### src/hdl/byte_recurrence_checksum_defines.svh
// Assertion macros shared by the checksum RTL.
`ifndef BYTE_RECURRENCE_CHECKSUM_DEFINES_SVH
`define BYTE_RECURRENCE_CHECKSUM_DEFINES_SVH
`ifndef ASSERT_OFF
// Check a property while out of reset.
`define BRC_ASSERT(label, clk, rst_n, prop, msg) \
  label: assert property (@(posedge clk) disable iff (!rst_n) prop) else $error(msg);
// Check a property at every edge, reset included.
`define BRC_ASSERT_ALWAYS(label, clk, prop, msg) \
  label: assert property (@(posedge clk) prop) else $error(msg);
`else
`define BRC_ASSERT(label, clk, rst_n, prop, msg)
`define BRC_ASSERT_ALWAYS(label, clk, prop, msg)
`endif
`endif

### src/hdl/brc_pkg.sv
// Types, constants and the term update function of the recurrence checksum.
package brc_pkg;

  localparam int unsigned BYTE_W = 8;
  localparam int unsigned TERM_W = 16;

  typedef logic [BYTE_W-1:0] byte_t;
  typedef logic [TERM_W-1:0] term_t;

  localparam byte_t FIRST_OFFSET = 8'd7;
  localparam byte_t ALPHA_MUL    = 8'd17;
  localparam byte_t BETA_MUL     = 8'd31;
  localparam term_t TERM_MOD     = 16'hFFFF;
  localparam term_t TERM_ONE     = 16'd1;

  // 256 * 65535: lifts the most negative difference above zero, leaves the residue alone
  localparam logic [26:0] FOLD_BIAS = 27'd16776960;

  // One recurrence step: ((b + alpha) * cur - beta * prev) mod 65535, where a
  // negative difference takes one extra unit before the reduction.
  function automatic term_t next_term(byte_t b, byte_t pos, term_t cur, term_t prev);
    byte_t       alpha;
    byte_t       beta;
    logic [8:0]  coef;
    logic [24:0] plus;
    logic [23:0] minus;
    logic        neg;
    logic [26:0] lifted;
    logic [16:0] fold1;
    term_t       fold2;
    alpha  = 8'(pos * ALPHA_MUL);
    beta   = 8'(pos * BETA_MUL);
    coef   = {1'b0, b} + {1'b0, alpha};
    plus   = {16'b0, coef} * {9'b0, cur};
    minus  = {16'b0, beta} * {8'b0, prev};
    neg    = ({1'b0, minus} > plus);
    lifted = {2'b0, plus} - {3'b0, minus} + {26'b0, neg} + FOLD_BIAS;
    // 2^16 is 1 mod 65535: add the halves, twice
    fold1  = {1'b0, lifted[15:0]} + {6'b0, lifted[26:16]};
    fold2  = fold1[15:0] + {15'b0, fold1[16]};
    return (fold2 == TERM_MOD) ? '0 : fold2;
  endfunction

endpackage

### src/hdl/byte_recurrence_checksum.sv
// Top level of the byte recurrence checksum: input stage, term update, result register.
//
// Usage:
//   Feed message bytes on in_data_byte with in_valid/in_ready; raise in_last on
//   the final byte of each message. Every byte is a transaction of its own.
//   One result transaction per message comes out on out_checksum with
//   out_valid/out_ready, carrying the final recurrence term (0..65534).
//   Bytes without in_last produce nothing on the output.
// Flow:
//   A byte is taken into the input register and is folded into the running
//   terms from there. A last byte also loads the result register, which drives
//   out_valid, provided the output register is free.
//   One byte per cycle is sustained while no last byte waits on a full output
//   register; the limit is the term update itself (two 16-bit products, a
//   subtract and an end-around fold), which is combinational since each step feeds the next.
// Reset (rst_n low, synchronous): drop any held byte and result, return the
//   terms to the start-of-message state.
// Receiver stall: a pending result waits in the output register. Non-last
//   bytes keep flowing past it. A last byte waits in the input register until
//   the output register frees up, and in_ready stays low while it waits.
`include "byte_recurrence_checksum_defines.svh"

module byte_recurrence_checksum (
  input  logic            clk,
  input  logic            rst_n,
  input  logic            in_valid,
  output logic            in_ready,
  input  brc_pkg::byte_t  in_data_byte,
  input  logic            in_last,
  output logic            out_valid,
  input  logic            out_ready,
  output brc_pkg::term_t  out_checksum
);
  import brc_pkg::*;

  // Input register
  logic  s1_valid_r, s1_valid_nxt;
  byte_t s1_byte_r;
  logic  s1_last_r;

  // Running state
  term_t prev_r, prev_nxt;
  term_t cur_r, cur_nxt;
  byte_t pos_r, pos_nxt;
  logic  first_r, first_nxt;

  // Result register
  logic  out_valid_r, out_valid_nxt;
  term_t out_checksum_r;

  logic  in_fire;
  logic  s1_fire;
  logic  out_free;
  term_t step_term;
  term_t new_cur;

  // The output slot can take a result this cycle if empty or being drained.
  assign out_free = !out_valid_r || out_ready;
  // Retire the held byte; a last byte needs a free output slot.
  assign s1_fire  = s1_valid_r && (!s1_last_r || out_free);
  assign in_ready = !s1_valid_r || s1_fire;
  assign in_fire  = in_valid && in_ready;

  assign step_term = next_term(s1_byte_r, pos_r, cur_r, prev_r);
  assign new_cur   = first_r ? (term_t'(s1_byte_r) + term_t'(FIRST_OFFSET)) : step_term;

  always_comb begin
    s1_valid_nxt = in_fire ? 1'b1 : (s1_fire ? 1'b0 : s1_valid_r);

    prev_nxt  = prev_r;
    cur_nxt   = cur_r;
    pos_nxt   = pos_r;
    first_nxt = first_r;
    if (s1_fire) begin
      if (s1_last_r) begin
        // Message done: go back to the start-of-message state.
        prev_nxt  = TERM_ONE;
        cur_nxt   = '0;
        pos_nxt   = '0;
        first_nxt = 1'b1;
      end else if (first_r) begin
        prev_nxt  = TERM_ONE;
        cur_nxt   = new_cur;
        pos_nxt   = 8'd1;
        first_nxt = 1'b0;
      end else begin
        prev_nxt  = cur_r;
        cur_nxt   = new_cur;
        pos_nxt   = pos_r + 8'd1;
      end
    end

    if (s1_fire && s1_last_r) begin
      out_valid_nxt = 1'b1;
    end else if (out_ready) begin
      out_valid_nxt = 1'b0;
    end else begin
      out_valid_nxt = out_valid_r;
    end
  end

  always_ff @(posedge clk) begin
    if (!rst_n) begin
      s1_valid_r  <= 1'b0;
      prev_r      <= TERM_ONE;
      cur_r       <= '0;
      pos_r       <= '0;
      first_r     <= 1'b1;
      out_valid_r <= 1'b0;
    end else begin
      s1_valid_r  <= s1_valid_nxt;
      prev_r      <= prev_nxt;
      cur_r       <= cur_nxt;
      pos_r       <= pos_nxt;
      first_r     <= first_nxt;
      out_valid_r <= out_valid_nxt;
    end
  end

  // Payload registers: load on transfer, no reset.
  always_ff @(posedge clk) begin
    if (in_fire) begin
      s1_byte_r <= in_data_byte;
      s1_last_r <= in_last;
    end
    if (s1_fire && s1_last_r) begin
      out_checksum_r <= new_cur;
    end
  end

  assign out_valid    = out_valid_r;
  assign out_checksum = out_checksum_r;

  // Reset leaves the pipeline empty and the terms at the start of a message.
  `BRC_ASSERT_ALWAYS(a_reset_state, clk, !rst_n |=> (first_r && pos_r == '0 && !s1_valid_r && !out_valid_r), "state not cleared by reset")
  // Inside a message the current term is always a reduced residue.
  `BRC_ASSERT(a_cur_reduced, clk, rst_n, !first_r |-> (cur_r != TERM_MOD), "current term not reduced mod 65535")
  // A retired last byte always leaves a result waiting.
  `BRC_ASSERT(a_last_gives_result, clk, rst_n, (s1_fire && s1_last_r) |=> (out_valid_r && first_r), "last byte produced no result")

endmodule

### config.mk
export PLATFORM = sky130hd
export DESIGN_NAME = byte_recurrence_checksum
export DESIGN_NICKNAME = d
export VERILOG_FILES = /design/src/hdl/brc_pkg.sv /design/src/hdl/byte_recurrence_checksum.sv
export VERILOG_INCLUDE_DIRS = /design/src /design/src/hdl
export SDC_FILE = /design/constraint.sdc
export NUM_CORES = 1
export LEC_CHECK = 0
export BUFFER_PORTS_ARGS = -buffer_cell sky130_fd_sc_hd__buf_2
export CELL_PAD_IN_SITES_DETAIL_PLACEMENT = 0
export CELL_PAD_IN_SITES_GLOBAL_PLACEMENT = 2
export CORE_MARGIN = 1.5
export CORE_UTILIZATION = 45
export DETAILED_ROUTE_END_ITERATION = 10
export GPL_TIMING_DRIVEN = 0
export PLACE_DENSITY = 0.87
export SETUP_SLACK_MARGIN = 0.05
export SYNTH_ARGS = -nofsm -noshare
export SYNTH_HDL_FRONTEND = slang
export SYNTH_SLANG_ARGS = --single-unit
### constraint.sdc
create_clock -name clk -period 46.7 [get_ports clk]
set_input_delay 7.005 -clock clk [delete_from_list [all_inputs] [get_ports clk]]
set_output_delay 7.005 -clock clk [all_outputs]
set_load 0.005 [all_outputs]
# Yosys cells after proc, flatten, opt, wreduce, memory -nomap -nowiden
# Cells that the tools add are included.
# classes
addsub,8
mux,12
order_cmp,1
n_eq_ne,1
reduce_logical,11
mul,4
# op_table
op,n
2-to-1 mux 16 bit,5
adder 26 x 2 -> 27 bit,1
adder 27 x 24 -> 27 bit (second input constant),1
subtractor 25 x 24 -> 26 bit,1
> comparator 24 x 25 -> 1 bit,1
multiplier 9 x 16 -> 25 bit,1
multiplier 8 x 16 -> 24 bit,1
adder 16 x 11 -> 17 bit,1
adder 16 x 1 -> 16 bit,1
== test 16 bit (second input constant),1
multiplier 8 x 5 -> 8 bit (second input constant),2
2-to-1 mux 8 bit,2
adder 8 x 3 -> 9 bit (second input constant),1
adder 8 x 8 -> 9 bit,1
adder 8 x 1 -> 8 bit (second input constant),1
2-to-1 mux 1 bit,5
nonzero test 2 bit,2
logical AND 1 bit,3
logical NOT 1 bit,3
logical OR 1 bit,3
# word_totals
out_inout_bits,18
register_bits,68
word_cells,46
input_bits,13

# Logic depth before layout (Yosys ltp)
# Gate-level depths: netlist (run 1).
# logic_depth
word_depth,12
ltp_mapped,68
ltp_nobuf,66

# Worst setup path before layout (run 1)
# OpenSTA, ideal clock, no wires.
# synth_path
path_type,reg2reg
startpoint,reg pos_r[1]
endpoint,"reg out_checksum_r[1] (netlist: out_checksum[1]), data pin"
required_ps,46440
setup_time_ps,260
t_arrival_ps,14539
n_path_buf,2
slack_ps,31901
synth_period_minus_slack_ps,14799
stages_incl_launch_ff,68
path_cell_list,dfxtp_1 > inv_1 > fa_1 > inv_1 > fa_1 > inv_1 > fa_1 > inv_1 > ha_1 > inv_1 > o21bai_1 > a21oi_1 > xnor2_1 > clkbuf_1 > nand2_1 > fa_1 > fa_1 > fa_1 > (+32 left out) > o21ai_0 > a31o_2 > a21o_1 > a21oi_1 > a21o_1 > nor2b_1 > ha_1 > ha_1 > nand2_1 > and4bb_1 > nand2_1 > o31ai_1 > mux2_1 > xnor2_1 > or3_1 > nor4b_4 > buf_6 > nor2_1
# synth_via
elab_chain_cells,11
word_cells_on_any_way,14
classes_between,add/sub (6); mul (4); order compare (1); eq/ne (1); mux (2)
# synth_rtl
element,line_no,rtl
from (decl),byte_recurrence_checksum.sv:44,"byte_t pos_r, pos_nxt;"
from (signal assigned),byte_recurrence_checksum.sv:114,pos_r <= pos_nxt;
multiplier 8 x 5 -> 8 bit,brc_pkg.sv:31,alpha = 8'(pos * ALPHA_MUL);
adder 8 x 8 -> 9 bit,brc_pkg.sv:33,"coef = {1'b0, b} + {1'b0, alpha};"
multiplier 9 x 16 -> 25 bit,brc_pkg.sv:34,"plus = {16'b0, coef} * {9'b0, cur};"
subtractor 25 x 24 -> 26 bit or > comparator 24 x 25 -> 1 bit (tied branches),"brc_pkg.sv:37, brc_pkg.sv:36",
adder 26 x 2 -> 27 bit (*),brc_pkg.sv:37,"lifted = {2'b0, plus} - {3'b0, minus} + {26'b0, neg} + FOLD_BIAS;"
adder 27 x 24 -> 27 bit (*),brc_pkg.sv:37,
adder 16 x 11 -> 17 bit (*),brc_pkg.sv:39,"fold1 = {1'b0, lifted[15:0]} + {6'b0, lifted[26:16]};"
adder 16 x 1 -> 16 bit (*),brc_pkg.sv:40,"fold2 = fold1[15:0] + {15'b0, fold1[16]};"
== test 16 bit,brc_pkg.sv:41,return (fold2 == TERM_MOD) ? '0 : fold2;
2-to-1 mux 16 bit (*),brc_pkg.sv:41,
2-to-1 mux 16 bit (*),byte_recurrence_checksum.sv:65,assign new_cur = first_r ? (term_t'(s1_byte_r) + term_t'(FIRST_OFFSET)) : step_term;
net new_cur[1],byte_recurrence_checksum.sv:55,term_t new_cur;
to (signal assigned),byte_recurrence_checksum.sv:127,out_checksum_r <= new_cur;
to (decl),byte_recurrence_checksum.sv:49,term_t out_checksum_r;
# The timed path passes the listed nets; every way through them passes the cells marked *.
# A chain may end at the register's enable or synchronous reset.

# Final worst setup path (run 1)
# Same ends and word-level chain as after synthesis.

==> results of run 1 <==
==> final timing paths <==
check | start | to | slack, ns | cells past startpoint
setup / recovery | pos_r[1]$_SDFFE_PN0P_ | out_checksum[1]$_DFFE_PP_ | 28.76 | 67
hold / removal | cur_r[9]$_SDFFE_PN0P_ | prev_r[9]$_SDFFE_PN0P_ | 0.52 | 2
setup reg to reg | pos_r[1]$_SDFFE_PN0P_ | out_checksum[1]$_DFFE_PP_ | 28.76 | 67
hold reg to reg | cur_r[9]$_SDFFE_PN0P_ | prev_r[9]$_SDFFE_PN0P_ | 0.52 | 2
==> metrics by stage <==
step / cells / area [µm²] / utilization [%] / setup WS, ns / hold slack, ns
CTS: 2212 / 15700 / 48.6 / 28.79 / 0.514
detailed placement: 2197 / 15400 / 47.6 / 28.88 / 0.502
global placement: 2197 / 15400 / 47.6 / 28.84 / 0.494
floorplan: 1726 / 14700 / - / 31.90 / 0.469
finish: 2212 / 15700 / 48.6 / 28.76 / 0.516
global route: 2212 / 15700 / 48.6 / 27.72 / 0.547
==> routing by layer <==
layer / GRT usage (%) / wire length, µm / up-vias
li1: - / - / 5734
met1: 34.7 / 18900 / 5849
met2: 37.3 / 17600 / 241
met3: 2.20 / 1400 / 51
met4: 8.26 / 1520 / 0
met5: 0 / 0 / -
==> worst max-delay path: cells and delay by family (launching register included) <==
| kind | cells | cell delay [ns] |
|---|---|---|
| buffers and inverters | 9 | 1.17 |
| AOI/OAI and AO/OA | 19 | 3.96 |
| xor gates and xnor gates | 4 | 1.34 |
| muxes | 1 | 0.33 |
| DFF | 1 | 0.59 |
| and+or+nand+nor | 18 | 4.01 |
| adders and majority gates | 16 | 6.26 |
==> placed cells by master, fill, tap and decap left out, types with 25 or more instances in the layout <==
master	n
dfxtp_1	43
nor3_1	25
a21oi_1	64
nor2b_1	36
xnor2_1	73
fa_1	197
clkbuf_1	53
xor2_1	52
ha_1	152
nand2_1	202
a21o_1	32
and2_1	138
edfxtp_1	25
o21ai_0	43
inv_1	250
buf_2	32
nor2_1	82
nand3_1	26
==> layout make-up <==
cell class | count | area, µm² | area share, %
Multi-Input combinational cell | 1352 | 11900 | 76.0
Clock buffer | 14 | 275 | 1.75
Inverter | 250 | 938 | 5.97
Buffer | 56 | 229 | 1.46
Sequential cell | 68 | 1610 | 10.2
Timing Repair Buffer | 29 | 145 | 0.923
Clock inverter | 1 | 30.0 | 0.191
Tap cell | 442 | 553 | 3.52
==> flip-flops by register name, summed over array words and instances (netlist names), 8 cells and up <==
| register | flops |
|---|---|
| s1_byte_r | 8 |
| pos_r | 8 |
| prev_r | 16 |
| cur_r | 16 |
| out_checksum | 16 |
==> cells by family after synthesis <==
kind of cell               after synthesis  synth area share, %
AOI/OAI and AO/OA                      280                 12.8
xor gates and xnor gates               125                 7.44
adders and majority gates              349                 39.7
buffers and inverters                  306                 7.93
DFF                                     68                 10.9
muxes                                    3                0.212
and+or+nand+nor                        595                 21.0
==> results.cfg, run 1 <==
[outcome]
outcome = complete, no violations

[layout]
drive_gt1_share_pct = 3.56
layout.nets = 2128
nFillCells = 3263
area_growth_pct = 6.82
antenna-diode-count = 0

[clock_tree]
h-tree-depth = 3
cts_root_buf = clkbuf_16
clock_path_buffers = 2
post_cts_buffers = 0
cts_tree = yes
cts-resized-gates = 0
clock_latency_ns = 0.33
clkSinkCount = 68
numCtsBuffers = 9
path_clk_slew_ns = 0.05
cts_hold_buffers = 0

[synthesis]
synth_warnings = 0
ys_async_sr_fraction_pct = 0
synthesis.nets = 2088
netlist_top_cells_area = fa_1 27%, ha_1 13%, inv_1 6.4%
ys_ff_latch = 68
yosysUniqueCellTypes = 75
synth_cells = 1726
synth_top_area_cell = fa_1
ys_seq_area_share_pct = 10.9
synth_commonest_cells = 250 x inv_1, 202 x nand2_1, 197 x fa_1
netlist.area_leader.share_pct = 26.8
syn_area_um2 = 14700
avgSynthCellArea_um2 = 8.53
synthFlopType = dfxtp_1
yosysMostFrequentCell = inv_1
synth_edf_count = 25

[die]
die_width_um = 184
io_pins = 31
coreArea_um2 = 32400
die_h_um = 184
rows = 66
initial_utilization_pct = 45.5
dieArea_um2 = 33800

[timing]
rsz0062_at_grt = false
fin_skew_ns = 0.00570
timing_max_transition_violations_final = 0
worst_pin_slew_ns = 1.04
final.min_clock_period_ns = 17.94
max_slew_margin_pct = 29.7
fmax_mhz = 55.7
finalSetupViolations = 0
hold_viol = 0
finalCritPeriodShare_pct = 38.4
fin_tns_setup_ns = 0

[critical_path]
crit_path_end_kind = flop
max_stage_delay_ns = 0.59
criticalPathCategory = reg2reg
slowest_stage = dfxtp_1
critical_path_required_ns = 46.76
startpoint_type = flop
path_max_fanout = 10
crit_arrival_ns = 18.00

[route]
drtIter0Drc = 674
vias = 11875
drc = 0
routedWlPerCell_um = 17.8
drt_pass1_iterations = 5
wl_mm = 39.4
viasPerCell = 5.37
antenna_left = 0

[global_routing]
antenna_found_initial = 0
grtUsageTotal_pct = 24.0
grt_start_max_net_pins = 19
grt_first_pass_wirelength_mm = 62.3
grt_overflow = 0
first_global_vias = 11392

[placed_design]
gp_congestion = 0.848
io_buffer_count = 29
place_hpwl_mm = 33.3

[run]
drv_cap = 0

[hold_path]
hold_path_class = reg2reg
Power of run 1 is left out: the tool's default activity adds up to more than one toggle a clock period on the data nets, which glitch-free logic cannot reach.
==> run 2, diff against run 1 <==
CORE_UTILIZATION = 37   (was 45)
PLACE_DENSITY = 0.76   (was 0.87)
clock period = 15.3 ns   (was 46.7 ns; I/O delays follow)
==> results.cfg, run 2 (same netlist as run 1, synthesis figures left out) <==
[outcome]
outcome = complete, no violations

[die]
die_width_um = 202
dieArea_um2 = 41000
coreArea_um2 = 38900
io_pins = 31
rows = 72
die_h_um = 202
initial_utilization_pct = 37.8

[layout]
multi_input_area_um2 = 12400
layout_common_cells = 247 x inv_1, 199 x nand2_1, 195 x fa_1, 138 x and2_1, 138 x ha_1
drive_gt1_share_pct = 9.67
area_growth_pct = 12.4
regArea_um2 = 1620
final_cell_area_um2 = 16600
nFillCells = 3999
mostFrequentLayoutCell = inv_1
layout.nets = 2166

[route]
wl_mm = 42.7
wl_met2_mm = 19.6
routedWlPerCell_um = 18.3
wl_met3_mm = 1.22
drtIter0Drc = 634
topRoutingLayerUsed = met4
antenna_left = 0
vias = 12059
drc = 0
viasPerCell = 5.18
wl_met1_mm = 20.4
drt_pass1_iterations = 5

[placed_design]
place_area_um2 = 15500
place_hpwl_mm = 35.3
io_buffer_count = 29
gp_congestion = 0.843

[clock_tree]
clock_path_buffers = 2
cts_hold_buffers = 0
cts_root_buf = clkbuf_16
h-tree-depth = 3
path_clk_slew_ns = 0.05
clock_latency_ns = 0.34
clkSinkCount = 68
numCtsBuffers = 9
cts_tree = yes

[global_routing]
antenna_found_initial = 0
grt_start_max_net_pins = 19
grtUsageTotal_pct = 21.0
first_global_vias = 11987
grt_overflow = 0
grt_first_pass_wirelength_mm = 67.0

[critical_path]
r2r-start = pos_r[0]$_SDFFE_PN0P_
rrSetupSlack_ns = 0.62
reg2regPathDepth = 63
path_max_fanout = 7
startpoint = pos_r[0]$_SDFFE_PN0P_
critical_path_required_ns = 15.37
startpoint_type = flop
slowest_stage = fa_1
crit_arrival_ns = 14.75
r2r_end = out_checksum[6]$_DFFE_PP_
cp_common_cell = fa_1
max_stage_delay_ns = 0.57
criticalPathCategory = reg2reg
crit_path_end_kind = flop

[timing]
fin_tns_setup_ns = 0
worst_pin_slew_ns = 1.35
fmax_mhz = 68.1
finalSetupViolations = 0
fin_skew_ns = 0.0111
hold_viol = 0
max_slew_margin_pct = 9.48
finalCritPeriodShare_pct = 95.9
hold-worst-slack_ns = 0.512
final.min_clock_period_ns = 14.68
timing_max_transition_violations_final = 0

[hold_path]
hold_path_class = reg2reg
holdPathEnd = prev_r[5]$_SDFFE_PN0P_
hold_depth = 2
worstHoldStart = cur_r[5]$_SDFFE_PN0P_

[run]
drv_cap = 0
## run 2: through the flow
stage / setup slack (ns) / instances / utilization [%]
2_1_floorplan: 0.501 / 1726 / -
5_1_grt: -0.0149 / 2327 / 42.5
3_3_place_gp: -2.82 / 2273 / 39.9
6_report: 0.625 / 2328 / 42.5
4_1_cts: 0.0661 / 2307 / 41.6
3_5_place_dp: -2.73 / 2273 / 39.9
## run 2: what timing repair did
action | in CTS | in global routing
gates cloned | 1 | 0
endpoints found under the setup margin | 32 | 32
setup buffers | 17 | 20
pin swaps | 20 | 41
gates resized for setup | 55 | 50
## run 2: worst max-delay path by stage
stage / endpoint / slack [ns] / depth (start not counted)
6_report: out_checksum[6]$_DFFE_PP_ / 0.62 / 63
5_1_grt: out_checksum[3]$_DFFE_PP_ / -0.01 / 64
4_1_cts: out_checksum[6]$_DFFE_PP_ / 0.07 / 67
3_5_place_dp: out_checksum[7]$_DFFE_PP_ / -2.73 / 67
3_3_place_gp: out_checksum[7]$_DFFE_PP_ / -2.82 / 67
2_1_floorplan: out_checksum[1]$_DFFE_PP_ / 0.50 / 67
## run 2: cell type report
| type | instances | area share [%] |
|---|---|---|
| clock buffers | 14 | 1.59 |
| clock inverters | 2 | 0.212 |
| plain buffers | 56 | 1.50 |
| flip-flops and latches | 68 | 9.81 |
| repair buffers | 67 | 2.60 |
| well taps | 518 | 3.92 |
| multi-input cells | 1352 | 74.7 |
| inverters | 250 | 5.69 |
| diodes | 1 | 0.0151 |
## run 2: routing by layer
layer	vias to the layer above	GRT usage (%)
li1	5798	-
met1	6018	30.1
met2	203	33.8
met3	40	1.51
met4	0	6.67
met5	-	0
## run 2: critical path, delay by kind of cell, from the launching register on
kind / cells / cell delay (ns)
xor+xnor: 4 / 0.70
fa+ha+maj: 16 / 5.91
simple gates: 16 / 2.76
compound gates: 20 / 3.69
buf+inv: 6 / 0.65
mux: 1 / 0.30
flops: 1 / 0.39
Power of run 2 is left out for the same reason.
